$ cat config.mk
export PLATFORM = sky130hd
export DESIGN_NAME = distributed_clock_sync_loop
export DESIGN_NICKNAME = d
export VERILOG_FILES = /design/src/rtl/dcsl_pkg.sv /design/src/rtl/distributed_clock_sync_loop.sv
export SDC_FILE = /design/constraint.sdc
export NUM_CORES = 2
export LEC_CHECK = 0
export BUFFER_PORTS_ARGS = -buffer_cell sky130_fd_sc_hd__buf_2
export CAP_MARGIN = 15
export CORE_UTILIZATION = 30
export CTS_CLUSTER_SIZE = 8
export DETAILED_ROUTE_END_ITERATION = 8
export PLACE_DENSITY = 0.44
export SETUP_SLACK_MARGIN = 0.15
export SLEW_MARGIN = 30
export SYNTH_ARGS = -nofsm -noshare
export SYNTH_HDL_FRONTEND = slang
export SYNTH_SLANG_ARGS = --single-unit
$ cat constraint.sdc
create_clock -name i_clk -period 28.7 [get_ports i_clk]
set_clock_uncertainty 0.1 [all_clocks]
set_input_delay 5.74 -clock i_clk [delete_from_list [all_inputs] [get_ports i_clk]]
set_output_delay 5.74 -clock i_clk [all_outputs]
set_load 0.1 [all_outputs]
$ cat src/rtl/dcsl_pkg.sv
// ----------------------------------------------------------------------------
// dcsl_pkg: shared definitions for the distributed clock sync loop
// Field widths, register map, reset values, sequencer states and default
// parameter values used by the sync loop top level.
// ----------------------------------------------------------------------------
package dcsl_pkg;

    // Configuration port
    localparam int APB_ADDR_W = 5;
    localparam int APB_DATA_W = 32;

    // Field widths
    localparam int CYCLE_W   = 30;
    localparam int PHASE_W   = 30;
    localparam int GAIN_W    = 16;
    localparam int DIFF_W    = 32;
    localparam int ERR_W     = 31;
    localparam int DERR_W    = 32;
    localparam int INTEG_W   = 32;
    localparam int STEP_W    = 48;
    localparam int BASE_W    = 64;
    localparam int ACC_W     = 52;
    localparam int PROD_W    = GAIN_W + DIFF_W;
    localparam int DIVISOR_W = 30;
    localparam int M_TDATA_W = 144;

    // Register reset values
    localparam logic [CYCLE_W-1:0] CYCLE_RST  = CYCLE_W'(2000000);
    localparam logic [PHASE_W-1:0] TARGET_RST = PHASE_W'(1000000);

    // Default parameter values
    localparam int AVERAGE_DEPTH_DEF = 16;
    localparam int DRIFT_WINDOW_DEF  = 512;
    localparam int IGNORE_ITEMS_DEF  = 20;

    // Register index (byte address / 4)
    typedef enum logic [2:0] {
        REG_CYCLE  = 3'd0,
        REG_TARGET = 3'd1,
        REG_KP     = 3'd2,
        REG_KI     = 3'd3,
        REG_KD     = 3'd4
    } t_reg_idx;

    // Sequencer states
    typedef enum logic [4:0] {
        S_IDLE,
        S_FOLD_RUN,
        S_FOLD_END,
        S_SUM,
        S_AVG_RUN,
        S_ERR,
        S_UPD,
        S_DR_PREP,
        S_DR_LOAD,
        S_DR_RUN,
        S_DR_END,
        S_MUL_P,
        S_MUL_I,
        S_MUL_D,
        S_ACC,
        S_SAT,
        S_BASE,
        S_PUSH
    } t_state;

endpackage

$ cat src/rtl/distributed_clock_sync_loop.sv
// ----------------------------------------------------------------------------
// distributed_clock_sync_loop: bus clock follower with phase PID loop
// Folds each clock difference into one bus cycle, averages the phase over a
// ring of recent samples and adds a PID correction plus a periodic drift
// average to a 64-bit time base.
// ----------------------------------------------------------------------------
// Usage:
//   Slave stream: one 32-bit clock difference per transfer (local minus
//   reference). Master stream: one result per input: phase error, base step
//   and time base in tdata, the startup flag in tuser.
//   One item is processed at a time. A processed item runs the fold
//   division, the ring update, the error and update steps, the multiply
//   and sum steps and the output push; an ignored startup item skips the
//   six multiply and sum steps. A non power of two depth adds the
//   averaging division. Once every DRIFT_WINDOW processed items the drift
//   term adds its prepare, load and end steps, plus a division when the
//   window is not a power of two. These steps use the shared bit-serial
//   divider (one quotient bit per cycle) and the shared 16x32 multiplier.
//   s_axis_tready is high only while idle.
//   The output register holds a finished result; a new item is accepted
//   while it waits. If the receiver stalls, the next result waits in the
//   final step until the output register is free.
//   Reset (synchronous, active low) restores register defaults, clears the
//   loop state and the ring (valid bits), and sets the startup counter to 1.
//   The user must write configuration over APB only while the block is idle; the block does not enforce it.
// ----------------------------------------------------------------------------
module distributed_clock_sync_loop #(
    parameter int AVERAGE_DEPTH = dcsl_pkg::AVERAGE_DEPTH_DEF,
    parameter int DRIFT_WINDOW  = dcsl_pkg::DRIFT_WINDOW_DEF,
    parameter int IGNORE_ITEMS  = dcsl_pkg::IGNORE_ITEMS_DEF
) (
    input  logic                             i_clk,
    input  logic                             i_rst_n,
    // APB configuration port
    input  logic                             psel,
    input  logic                             penable,
    input  logic                             pwrite,
    input  logic [dcsl_pkg::APB_ADDR_W-1:0]  paddr,
    input  logic [dcsl_pkg::APB_DATA_W-1:0]  pwdata,
    output logic [dcsl_pkg::APB_DATA_W-1:0]  prdata,
    output logic                             pready,
    // Input stream
    input  logic                             s_axis_tvalid,
    output logic                             s_axis_tready,
    // tdata: [31:0] clock_diff_ns
    input  logic [dcsl_pkg::DIFF_W-1:0]      s_axis_tdata,
    // Output stream
    output logic                             m_axis_tvalid,
    input  logic                             m_axis_tready,
    // tdata: [30:0] phase_error_ns, [78:31] base_step_ns,
    //        [142:79] time_base_ns, [143] zero pad
    output logic [dcsl_pkg::M_TDATA_W-1:0]   m_axis_tdata,
    // tuser: [0] ignoring
    output logic                             m_axis_tuser
);
    import dcsl_pkg::*;

    // Derived sizes
    localparam int RP_W     = (AVERAGE_DEPTH > 1) ? $clog2(AVERAGE_DEPTH) : 1;
    localparam int AVG_LOG  = $clog2(AVERAGE_DEPTH);
    localparam bit AVG_POW2 = ((AVERAGE_DEPTH & (AVERAGE_DEPTH - 1)) == 0);
    localparam int DR_LOG   = $clog2(DRIFT_WINDOW);
    localparam bit DR_POW2  = ((DRIFT_WINDOW & (DRIFT_WINDOW - 1)) == 0);
    localparam int RSUM_W   = PHASE_W + AVG_LOG;
    localparam int DT_W     = DIFF_W + $clog2(DRIFT_WINDOW);
    localparam int DT1_W    = DT_W + 1;
    localparam int DC_W     = $clog2(DRIFT_WINDOW + 1);
    localparam int IGN_W    = $clog2(IGNORE_ITEMS + 1);
    localparam int HALF_WIN = DRIFT_WINDOW / 2;
    localparam int DW_A     = (RSUM_W > DIFF_W) ? RSUM_W : DIFF_W;
    localparam int DW       = (DT1_W > DW_A) ? DT1_W : DW_A;
    localparam int REM_W    = DIVISOR_W + 1;
    localparam int CNT_W    = $clog2(DW + 1);

    // ------------------------------------------------------------------
    // Declarations
    // ------------------------------------------------------------------
    t_state r_state, n_state;

    logic [CYCLE_W-1:0]        r_cycle;
    logic [PHASE_W-1:0]        r_target;
    logic signed [GAIN_W-1:0]  r_kp, r_ki, r_kd;

    logic signed [DIFF_W-1:0]  r_last_diff;
    logic signed [DIFF_W-1:0]  r_delta;
    logic                      r_neg;
    logic                      r_ign;
    logic [IGN_W-1:0]          r_ign_cnt;

    logic [PHASE_W-1:0]        r_ring_mem [AVERAGE_DEPTH];
    logic [AVERAGE_DEPTH-1:0]  r_ring_vld;
    logic [PHASE_W-1:0]        r_ring_rd;
    logic                      r_old_vld;
    logic [RP_W-1:0]           r_ring_pos;
    logic [RSUM_W-1:0]         r_ring_sum;
    logic [PHASE_W-1:0]        r_folded;

    logic signed [ERR_W-1:0]   r_err;
    logic signed [ERR_W-1:0]   r_last_err;
    logic signed [DERR_W-1:0]  r_derr;
    logic signed [INTEG_W-1:0] r_integ;
    logic signed [DT_W-1:0]    r_drift_tot;
    logic [DC_W-1:0]           r_drift_cnt;
    logic signed [DT1_W-1:0]   r_dsum;
    logic                      r_dneg;

    logic signed [PROD_W-1:0]  r_prod;
    logic signed [ACC_W-1:0]   r_acc;
    logic signed [STEP_W-1:0]  r_step;
    logic [BASE_W-1:0]         r_time_base;

    logic [DW-1:0]             r_dq;
    logic [REM_W-1:0]          r_drem;
    logic [DIVISOR_W-1:0]      r_dden;
    logic [CNT_W-1:0]          r_dcnt;

    logic                      r_out_vld;
    logic [ERR_W-1:0]          r_out_err;
    logic [STEP_W-1:0]         r_out_step;
    logic [BASE_W-1:0]         r_out_base;
    logic                      r_out_ign;

    logic                      in_xfer;
    logic                      push_ok;
    logic                      div_run;
    logic                      cfg_wr;

    // ------------------------------------------------------------------
    // Configuration registers
    // ------------------------------------------------------------------
    assign pready = 1'b1;
    assign cfg_wr = psel & penable & pwrite & pready;

    always_ff @(posedge i_clk) begin
        if (!i_rst_n) begin
            r_cycle  <= CYCLE_RST;
            r_target <= TARGET_RST;
            r_kp     <= '0;
            r_ki     <= '0;
            r_kd     <= '0;
        end else if (cfg_wr) begin
            unique case (t_reg_idx'(paddr[4:2]))
                REG_CYCLE:  r_cycle  <= pwdata[CYCLE_W-1:0];
                REG_TARGET: r_target <= pwdata[PHASE_W-1:0];
                REG_KP:     r_kp     <= pwdata[GAIN_W-1:0];
                REG_KI:     r_ki     <= pwdata[GAIN_W-1:0];
                REG_KD:     r_kd     <= pwdata[GAIN_W-1:0];
                default: ;
            endcase
        end
    end

    // Read back the selected register
    always_comb begin
        unique case (t_reg_idx'(paddr[4:2]))
            REG_CYCLE:  prdata = {{(APB_DATA_W-CYCLE_W){1'b0}}, r_cycle};
            REG_TARGET: prdata = {{(APB_DATA_W-PHASE_W){1'b0}}, r_target};
            REG_KP:     prdata = {{(APB_DATA_W-GAIN_W){1'b0}}, r_kp};
            REG_KI:     prdata = {{(APB_DATA_W-GAIN_W){1'b0}}, r_ki};
            REG_KD:     prdata = {{(APB_DATA_W-GAIN_W){1'b0}}, r_kd};
            default:    prdata = '0;
        endcase
    end

    // ------------------------------------------------------------------
    // Sequencer
    // ------------------------------------------------------------------
    assign in_xfer = s_axis_tvalid & s_axis_tready;
    assign push_ok = (r_state == S_PUSH) && (!r_out_vld || m_axis_tready);

    always_ff @(posedge i_clk) begin
        if (!i_rst_n) begin
            r_state <= S_IDLE;
        end else begin
            r_state <= n_state;
        end
    end

    logic [DC_W-1:0] drift_cnt_inc;
    assign drift_cnt_inc = r_drift_cnt + DC_W'(1);

    always_comb begin
        n_state       = r_state;
        s_axis_tready = 1'b0;
        div_run       = 1'b0;
        unique case (r_state)
            S_IDLE: begin
                s_axis_tready = 1'b1;
                if (s_axis_tvalid) n_state = S_FOLD_RUN;
            end
            S_FOLD_RUN: begin
                div_run = 1'b1;
                if (r_dcnt == CNT_W'(1)) n_state = S_FOLD_END;
            end
            S_FOLD_END: n_state = S_SUM;
            S_SUM:      n_state = AVG_POW2 ? S_ERR : S_AVG_RUN;
            S_AVG_RUN: begin
                div_run = 1'b1;
                if (r_dcnt == CNT_W'(1)) n_state = S_ERR;
            end
            S_ERR: n_state = S_UPD;
            S_UPD: begin
                if (r_ign) begin
                    n_state = S_PUSH;
                end else if (drift_cnt_inc == DC_W'(DRIFT_WINDOW)) begin
                    n_state = S_DR_PREP;
                end else begin
                    n_state = S_MUL_P;
                end
            end
            S_DR_PREP: n_state = S_DR_LOAD;
            S_DR_LOAD: n_state = DR_POW2 ? S_DR_END : S_DR_RUN;
            S_DR_RUN: begin
                div_run = 1'b1;
                if (r_dcnt == CNT_W'(1)) n_state = S_DR_END;
            end
            S_DR_END: n_state = S_MUL_P;
            S_MUL_P:  n_state = S_MUL_I;
            S_MUL_I:  n_state = S_MUL_D;
            S_MUL_D:  n_state = S_ACC;
            S_ACC:    n_state = S_SAT;
            S_SAT:    n_state = S_BASE;
            S_BASE:   n_state = S_PUSH;
            S_PUSH: begin
                if (!r_out_vld || m_axis_tready) n_state = S_IDLE;
            end
            default: n_state = S_IDLE;
        endcase
    end

    // ------------------------------------------------------------------
    // Shared bit-serial divider (restoring, one quotient bit per cycle)
    // ------------------------------------------------------------------
    logic [REM_W-1:0]       div_shift;
    logic                   div_ge;
    logic [DIFF_W-1:0]      diff_mag;
    logic [RSUM_W-1:0]      n_ring_sum;
    logic [PHASE_W-1:0]     ring_old;
    logic [DT1_W-1:0]       dsum_mag;

    assign div_shift = {r_drem[REM_W-2:0], r_dq[DW-1]};
    assign div_ge    = (div_shift >= {1'b0, r_dden});
    assign diff_mag  = s_axis_tdata[DIFF_W-1] ? (DIFF_W'(0) - s_axis_tdata) : s_axis_tdata;
    assign ring_old  = r_old_vld ? r_ring_rd : '0;
    assign n_ring_sum = r_ring_sum - RSUM_W'(ring_old) + RSUM_W'(r_folded);
    assign dsum_mag  = r_dsum[DT1_W-1] ? DT1_W'(-r_dsum) : DT1_W'(r_dsum);

    always_ff @(posedge i_clk) begin
        if (div_run) begin
            r_dq   <= {r_dq[DW-2:0], div_ge};
            r_drem <= div_ge ? (div_shift - {1'b0, r_dden}) : div_shift;
            r_dcnt <= r_dcnt - CNT_W'(1);
        end else if (in_xfer) begin
            // Fold: magnitude of the difference over the cycle length
            r_dq   <= DW'(diff_mag) << (DW - DIFF_W);
            r_drem <= '0;
            r_dden <= r_cycle;
            r_dcnt <= CNT_W'(DIFF_W);
        end else if (r_state == S_SUM) begin
            // Average: ring sum over the ring depth
            r_dq   <= DW'(n_ring_sum) << (DW - RSUM_W);
            r_drem <= '0;
            r_dden <= DIVISOR_W'(AVERAGE_DEPTH);
            r_dcnt <= CNT_W'(RSUM_W);
        end else if (r_state == S_DR_LOAD) begin
            // Drift: rounded total over the window, magnitude only
            r_dq   <= DW'(dsum_mag) << (DW - DT1_W);
            r_drem <= '0;
            r_dden <= DIVISOR_W'(DRIFT_WINDOW);
            r_dcnt <= CNT_W'(DT1_W);
        end
    end

    // ------------------------------------------------------------------
    // Phase ring memory (read at accept, written after the fold)
    // ------------------------------------------------------------------
    always_ff @(posedge i_clk) begin
        if (in_xfer) begin
            r_ring_rd <= r_ring_mem[r_ring_pos];
        end
        if (r_state == S_SUM) begin
            r_ring_mem[r_ring_pos] <= r_folded;
        end
    end

    // ------------------------------------------------------------------
    // Shared multiplier operand select
    // ------------------------------------------------------------------
    logic signed [GAIN_W-1:0] mul_a;
    logic signed [DIFF_W-1:0] mul_b;

    always_comb begin
        unique case (r_state)
            S_MUL_P: begin
                mul_a = r_kp;
                mul_b = DIFF_W'(r_err);
            end
            S_MUL_I: begin
                mul_a = r_ki;
                mul_b = r_integ;
            end
            S_MUL_D: begin
                mul_a = r_kd;
                mul_b = r_derr;
            end
            default: begin
                mul_a = '0;
                mul_b = '0;
            end
        endcase
    end

    // ------------------------------------------------------------------
    // Datapath helpers
    // ------------------------------------------------------------------
    logic [IGN_W:0]            ign_inc;
    logic [PHASE_W-1:0]        avg_q;
    logic signed [ERR_W-1:0]   n_err;
    logic signed [INTEG_W:0]   integ_sum;
    logic signed [INTEG_W-1:0] integ_sat;
    logic [ACC_W-1:0]          drift_q;
    logic                      ovf_hi, ovf_lo;
    logic signed [STEP_W-1:0]  step_sat;

    assign ign_inc = {1'b0, r_ign_cnt} + (IGN_W + 1)'(1);
    assign avg_q   = AVG_POW2 ? PHASE_W'(r_ring_sum >> AVG_LOG) : r_dq[PHASE_W-1:0];
    assign n_err   = $signed({1'b0, avg_q}) - $signed({1'b0, r_target});

    assign integ_sum = (INTEG_W + 1)'(r_integ) + (INTEG_W + 1)'(r_err);
    always_comb begin
        if (integ_sum[INTEG_W] != integ_sum[INTEG_W-1]) begin
            integ_sat = integ_sum[INTEG_W] ? {1'b1, {(INTEG_W-1){1'b0}}}
                                           : {1'b0, {(INTEG_W-1){1'b1}}};
        end else begin
            integ_sat = integ_sum[INTEG_W-1:0];
        end
    end

    // Power-of-two window: shift the rounded magnitude, else take the quotient
    assign drift_q = DR_POW2 ? ACC_W'(dsum_mag >> DR_LOG) : ACC_W'(r_dq);

    assign ovf_hi = ~r_acc[ACC_W-1] & (|r_acc[ACC_W-2:STEP_W-1]);
    assign ovf_lo = r_acc[ACC_W-1] & ~(&r_acc[ACC_W-2:STEP_W-1]);
    always_comb begin
        if (ovf_hi) begin
            step_sat = {1'b0, {(STEP_W-1){1'b1}}};
        end else if (ovf_lo) begin
            step_sat = {1'b1, {(STEP_W-1){1'b0}}};
        end else begin
            step_sat = r_acc[STEP_W-1:0];
        end
    end

    // ------------------------------------------------------------------
    // Loop state with reset
    // ------------------------------------------------------------------
    always_ff @(posedge i_clk) begin
        if (!i_rst_n) begin
            r_last_diff <= '0;
            r_ign_cnt   <= IGN_W'(1);
            r_ring_vld  <= '0;
            r_ring_pos  <= '0;
            r_ring_sum  <= '0;
            r_last_err  <= '0;
            r_integ     <= '0;
            r_drift_tot <= '0;
            r_drift_cnt <= '0;
            r_time_base <= '0;
        end else begin
            // Latch the difference and advance the startup counter
            if (in_xfer) begin
                r_last_diff <= s_axis_tdata;
                if (r_ign_cnt != '0) begin
                    r_ign_cnt <= (ign_inc >= (IGN_W + 1)'(IGNORE_ITEMS))
                               ? '0 : ign_inc[IGN_W-1:0];
                end
            end
            // Replace the oldest ring sample
            if (r_state == S_SUM) begin
                r_ring_sum             <= n_ring_sum;
                r_ring_vld[r_ring_pos] <= 1'b1;
                r_ring_pos <= (r_ring_pos == RP_W'(AVERAGE_DEPTH - 1))
                            ? '0 : r_ring_pos + RP_W'(1);
            end
            // Error history, drift and integral
            if (r_state == S_UPD) begin
                r_last_err <= r_err;
                if (!r_ign) begin
                    r_drift_tot <= r_drift_tot + DT_W'(r_delta);
                    r_drift_cnt <= drift_cnt_inc;
                    r_integ     <= integ_sat;
                end
            end
            // Clear the drift window once its total is taken
            if (r_state == S_DR_PREP) begin
                r_drift_tot <= '0;
                r_drift_cnt <= '0;
            end
            if (r_state == S_BASE) begin
                r_time_base <= r_time_base + BASE_W'(r_step);
            end
        end
    end

    // ------------------------------------------------------------------
    // Per-item working registers
    // ------------------------------------------------------------------
    always_ff @(posedge i_clk) begin
        if (in_xfer) begin
            r_delta   <= s_axis_tdata - r_last_diff;
            r_neg     <= s_axis_tdata[DIFF_W-1];
            r_ign     <= (r_ign_cnt != '0);
            r_old_vld <= r_ring_vld[r_ring_pos];
        end
        // Folded phase: zero for a zero cycle, else remainder, or cycle minus remainder when negative
        if (r_state == S_FOLD_END) begin
            if (r_cycle == '0) begin
                r_folded <= '0;
            end else if (r_neg) begin
                r_folded <= r_cycle - r_drem[PHASE_W-1:0];
            end else begin
                r_folded <= r_drem[PHASE_W-1:0];
            end
        end
        if (r_state == S_ERR) begin
            r_err <= n_err;
        end
        if (r_state == S_UPD) begin
            r_derr <= DERR_W'(r_err) - DERR_W'(r_last_err);
            r_acc  <= '0;
            if (r_ign) r_step <= '0;
        end
        if (r_state == S_DR_PREP) begin
            r_dsum <= DT1_W'(r_drift_tot) + DT1_W'(HALF_WIN);
        end
        if (r_state == S_DR_LOAD) begin
            r_dneg <= r_dsum[DT1_W-1];
        end
        if (r_state == S_DR_END) begin
            r_acc <= r_dneg ? -$signed(drift_q) : $signed(drift_q);
        end
        // Multiply into a registered product, then accumulate it in the next step
        r_prod <= mul_a * mul_b;
        if (r_state == S_MUL_I || r_state == S_MUL_D || r_state == S_ACC) begin
            r_acc <= r_acc + ACC_W'(r_prod);
        end
        if (r_state == S_SAT) begin
            r_step <= step_sat;
        end
    end

    // ------------------------------------------------------------------
    // Output register
    // ------------------------------------------------------------------
    always_ff @(posedge i_clk) begin
        if (!i_rst_n) begin
            r_out_vld <= 1'b0;
        end else if (push_ok) begin
            r_out_vld <= 1'b1;
        end else if (m_axis_tready) begin
            r_out_vld <= 1'b0;
        end
    end

    always_ff @(posedge i_clk) begin
        if (push_ok) begin
            r_out_err  <= r_err;
            r_out_step <= r_step;
            r_out_base <= r_time_base;
            r_out_ign  <= r_ign;
        end
    end

    assign m_axis_tvalid = r_out_vld;
    assign m_axis_tdata  = {1'b0, r_out_base, r_out_step, r_out_err};
    assign m_axis_tuser  = r_out_ign;

    // ------------------------------------------------------------------
    // Assertions
    // ------------------------------------------------------------------
`ifndef SYNTHESIS
    a_accept_starts_fold: assert property (@(posedge i_clk) disable iff (!i_rst_n)
        in_xfer |=> (r_state == S_FOLD_RUN))
        else $error("accepted item did not start the fold division");

    a_ignored_zero_step: assert property (@(posedge i_clk) disable iff (!i_rst_n)
        r_out_vld |-> (!r_out_ign || (r_out_step == '0)))
        else $error("ignored item carries a nonzero base step");

    a_div_count_range: assert property (@(posedge i_clk) disable iff (!i_rst_n)
        div_run |-> ((r_dcnt != '0) && (r_dcnt <= CNT_W'(DW))))
        else $error("divider iteration count out of range");

    a_ign_cnt_range: assert property (@(posedge i_clk) disable iff (!i_rst_n)
        ({1'b0, r_ign_cnt} < (IGN_W + 1)'(IGNORE_ITEMS)))
        else $error("startup counter reached its limit");

    a_ring_pos_range: assert property (@(posedge i_clk) disable iff (!i_rst_n)
        ((RP_W + 1)'(r_ring_pos) < (RP_W + 1)'(AVERAGE_DEPTH)))
        else $error("ring position beyond ring depth");
`endif

endmodule
==> metrics.md <==
| Metric | Value |
|---|---|
| Largest net degree at the start of global routing | `151` |
| Worst path max stage delay | `0.66 ns` |
| Crit path arrival time | `8.14 ns` |
| Die Height | `562 um` |
| Drt drc | `0` |
| Die ar. | `316000 um^2` |
| Depth of the worst register-to-register path | `26` |
| Initial antenna violation count | `27` |
| Final setup fails | `0` |
| Synth Instances | `9144` |
| Overall routing resource usage | `18.5%` |
| Seq/Total Area, Yosys | `42.1%` |
| Port Buffers | `247` |
| Vias in the first global route | `68415` |
| Clock power frac | `37.1%` |
| Setup TNS | `0 ns` |
| Worst skew pair latency | `0.90 ns` |
| Part of the power in registers | `40.8%` |
| DP Cell Count | `13251` |
| TritonCTS Buffers | `210` |
| Fmax | `71.5 MHz` |
| Via density | `4.99` |
| Final Non-Filler Cells | `13625` |
| Starting DRT DRC Count | `4720` |
| Clock-pin slew on the worst setup and hold paths | `0.05 ns` |
| Core Box Area | `312000 um^2` |
| Post-route ant nets | `0` |
| Layout cells sized above 1 | `9.37%` |
| Root buffer cell | `clkbuf_16` |
| Layout Nets | `10423` |
| #FFs+latches synth | `1464` |
| Net Sw Frac | `30.9%` |
| PwrDens | `59.6 nW/um^2` |
| CTS tree | `yes` |
| Worst slew pin tran | `0.973 ns` |
| Post-synth cell types | `95` |
| Pint | `0.00438 W` |
| Starting Density | `30.2%` |
| Mean post-synth cell area | `10.3 um^2` |
| Unrepaired setup endpoints after global routing | `false` |
| Post-Syn Area | `94200 um^2` |
| Die width | `562 um` |
| Slew headroom | `35.1%` |
| Period utilisation layout | `48.7%` |
| Sink Count | `1464` |
| Slowest CP cell | `nor2b_2` |
| Combinational share of power | `22.1%` |
| Clock Path Buffers | `4` |
| Post-CTS sizing | `0` |
| Cell chain of the critical path | `buf_2, buf_4, nor2b_2, a22oi_1, o22ai_1, buf_2` |
| Routed Wire Length | `297000 um` |
| DR vias | `68032` |
| Routed WL per cell | `21.8 um` |
| Outcome | `finished clean` |
| Worst Setup End Kind | `output pin` |
| Area growth syn-to-layout | `13.0%` |
| Critical path depth | `6` |
| Tmin final | `13.98 ns` |
| WP buf/inv | `3` |
| P_sw | `0.00196 W` |
| Leakage | `42.0 nW` |
| Hold Crit Depth | `0` |
| Post-synth EDFFs | `1033` |
| Commonest non-fill, non-tap cell in the layout | `nand2_1` |
| Worst hold path type | `reg -> reg` |
| Critical Path Start Type | `input port` |
| Post-DP HPWL | `222000 um` |
| Ys flop type | `edfxtp_1` |
| Critical Path RT | `22.86 ns` |
| Final Max Slew Viols | `0` |
| Setup Fix Bufs, Post-CTS | `0` |
| First-pass GRT wire length | `443000 um` |
| Final hold vios | `0` |
| Fin util | `34.1%` |
| GP Congestion | `0.906` |
| Crit-path leading delay family | `buffers and inverters` |
| Synthesis warning total | `0` |
| Crit Path Max Fanout | `39` |
| Max-cap viol count | `0` |
| Crit path top cell by count | `buf_2` |
| H-tree depth | `4` |
| # rows | `205` |
| Pre-antenna DRT Iters | `5` |
| VDD IR max | `0.0000596 V` |
| I/O pins | `256` |
| Hold_buf cts | `0` |
| Total grt overflow | `0` |
| Most frequent cells in the layout | `nand2_1, edfxtp_1, inv_1` |
| Async SR Flop Fraction | `0%` |
| Crit path kind | `in -> out` |
## registers in the layout (all words and copies together) (netlist names), 42 cells and up
name,count
r_out_step,48
r_time_base,64
r_dsum,42
r_prod,48
r_dq,42
r_acc,52
r_step,48
r_out_base,64
r_ring_mem,480
## cell type report
type | instances | area [um^2]
inverter | 975 | 3670
timing repair buffer | 349 | 2070
clock buffer | 349 | 5870
clock inverter | 14 | 294
tap | 4140 | 5180
sequential | 1464 | 39700
multi-input combinational | 6324 | 49600
fill | 31483 | 206000
antenna | 10 | 25.0
## worst register-to-register path, cell delays in order (launching register included)
cell and delay [ns]:
dfxtp_1 0.70, nand2_1 0.37, nor4_2 0.27, buf_4 0.54
a222oi_1 0.42, buf_4 0.33, nor2_1 0.25, fa_1 0.48
fa_1 0.53, fa_1 0.54, fa_1 0.54, fa_1 0.55
inv_1 0.06, fa_1 0.53, inv_1 0.05, ha_1 0.42
nand2_1 0.10, and3_1 0.19, a211oi_1 0.23, o31ai_1 0.24
nor3_1 0.52, o211ai_1 0.25, a21oi_1 0.48, a31oi_1 0.17
o21ai_0 0.24, a21oi_1 0.11, xnor2_1 0.46
## metal layers
metal | routed length (um) | GRT usage, % | vias to the layer above
met4 | 12700 | 7.31 | 6
met3 | 13200 | 2.35 | 442
li1 | - | - | 32229
met1 | 129000 | 23.6 | 33757
met5 | 37 | 0 | -
met2 | 142000 | 31.5 | 1598
## power groups by stage
stage | clock network [W] | registers, W | logic, W
finish | 0.00235 | 0.00259 | 0.00140
global route | 0.00251 | 0.00260 | 0.00155
CTS | 0.00243 | 0.00259 | 0.00141
detailed placement | 0 | 0.00263 | 0.00140
global placement | 0 | 0.00262 | 0.00139
floorplan | 0 | 0.00257 | 0.00100
## logic make-up (layout without fill, tap and decap cells)
family / Yosys count / count (layout) / share of synthesized area [%]
other cells: 2 / 14 / 0.00798
buf+inv: 1358 / 1687 / 5.47
mux: 219 / 219 / 4.41
simple gates: 2734 / 2734 / 13.1
compound gates: 1860 / 1860 / 12.6
flops: 1464 / 1464 / 42.1
xor+xnor: 484 / 484 / 4.51
fa+ha+maj: 1023 / 1023 / 17.8
## through the flow
stage	instance area (um^2)	hold WS, ns	total power (W)	worst slack [ns]
3_3_place_gp	100000	0.333	0.00401	14.48
2_1_floorplan	94200	0.317	0.00358	14.58
5_1_grt	106000	0.354	0.00665	14.64
4_1_cts	106000	0.348	0.00643	14.50
6_report	106000	0.349	0.00634	14.72
3_5_place_dp	100000	0.336	0.00403	14.50
## synthesized netlist by cell type, drive strengths merged (31+ instances only)
cell type / n / area [um^2]
ha: 498 / 6230
o21a: 100 / 751
nand3: 160 / 806
nor4: 31 / 269
fa: 525 / 10500
mux2i: 44 / 440
o31ai: 72 / 569
dfxtp: 431 / 8630
a211oi: 61 / 458
and3: 52 / 325
or3: 62 / 423
and2: 119 / 744
inv: 971 / 3640
xor2: 183 / 1600
nand4: 61 / 397
nor2: 756 / 2840
a21oi: 619 / 3100
clkbuf: 330 / 1260
o21ai: 304 / 1550
o21bai: 46 / 345
nor3: 134 / 687
edfxtp: 1033 / 31000
a31oi: 63 / 394
o22ai: 51 / 319
o211ai: 44 / 330
buf: 53 / 234
a21o: 197 / 1480
nand2: 1123 / 4220
a22oi: 81 / 608
mux4: 155 / 3490
nand2b: 96 / 601
xnor2: 301 / 2640
nor2b: 55 / 344
## worst paths after layout
kind | startpoint | to | slack [ns]
min reg2reg | r_drift_tot[0] | r_dsum[0] | 0.35
max reg2reg | r_state[3] | r_prod[47] | 18.88
min | r_drift_tot[0] | r_dsum[0] | 0.35
max | paddr[2] | prdata[4] | 14.72
(Power assumes the default switching activity.)
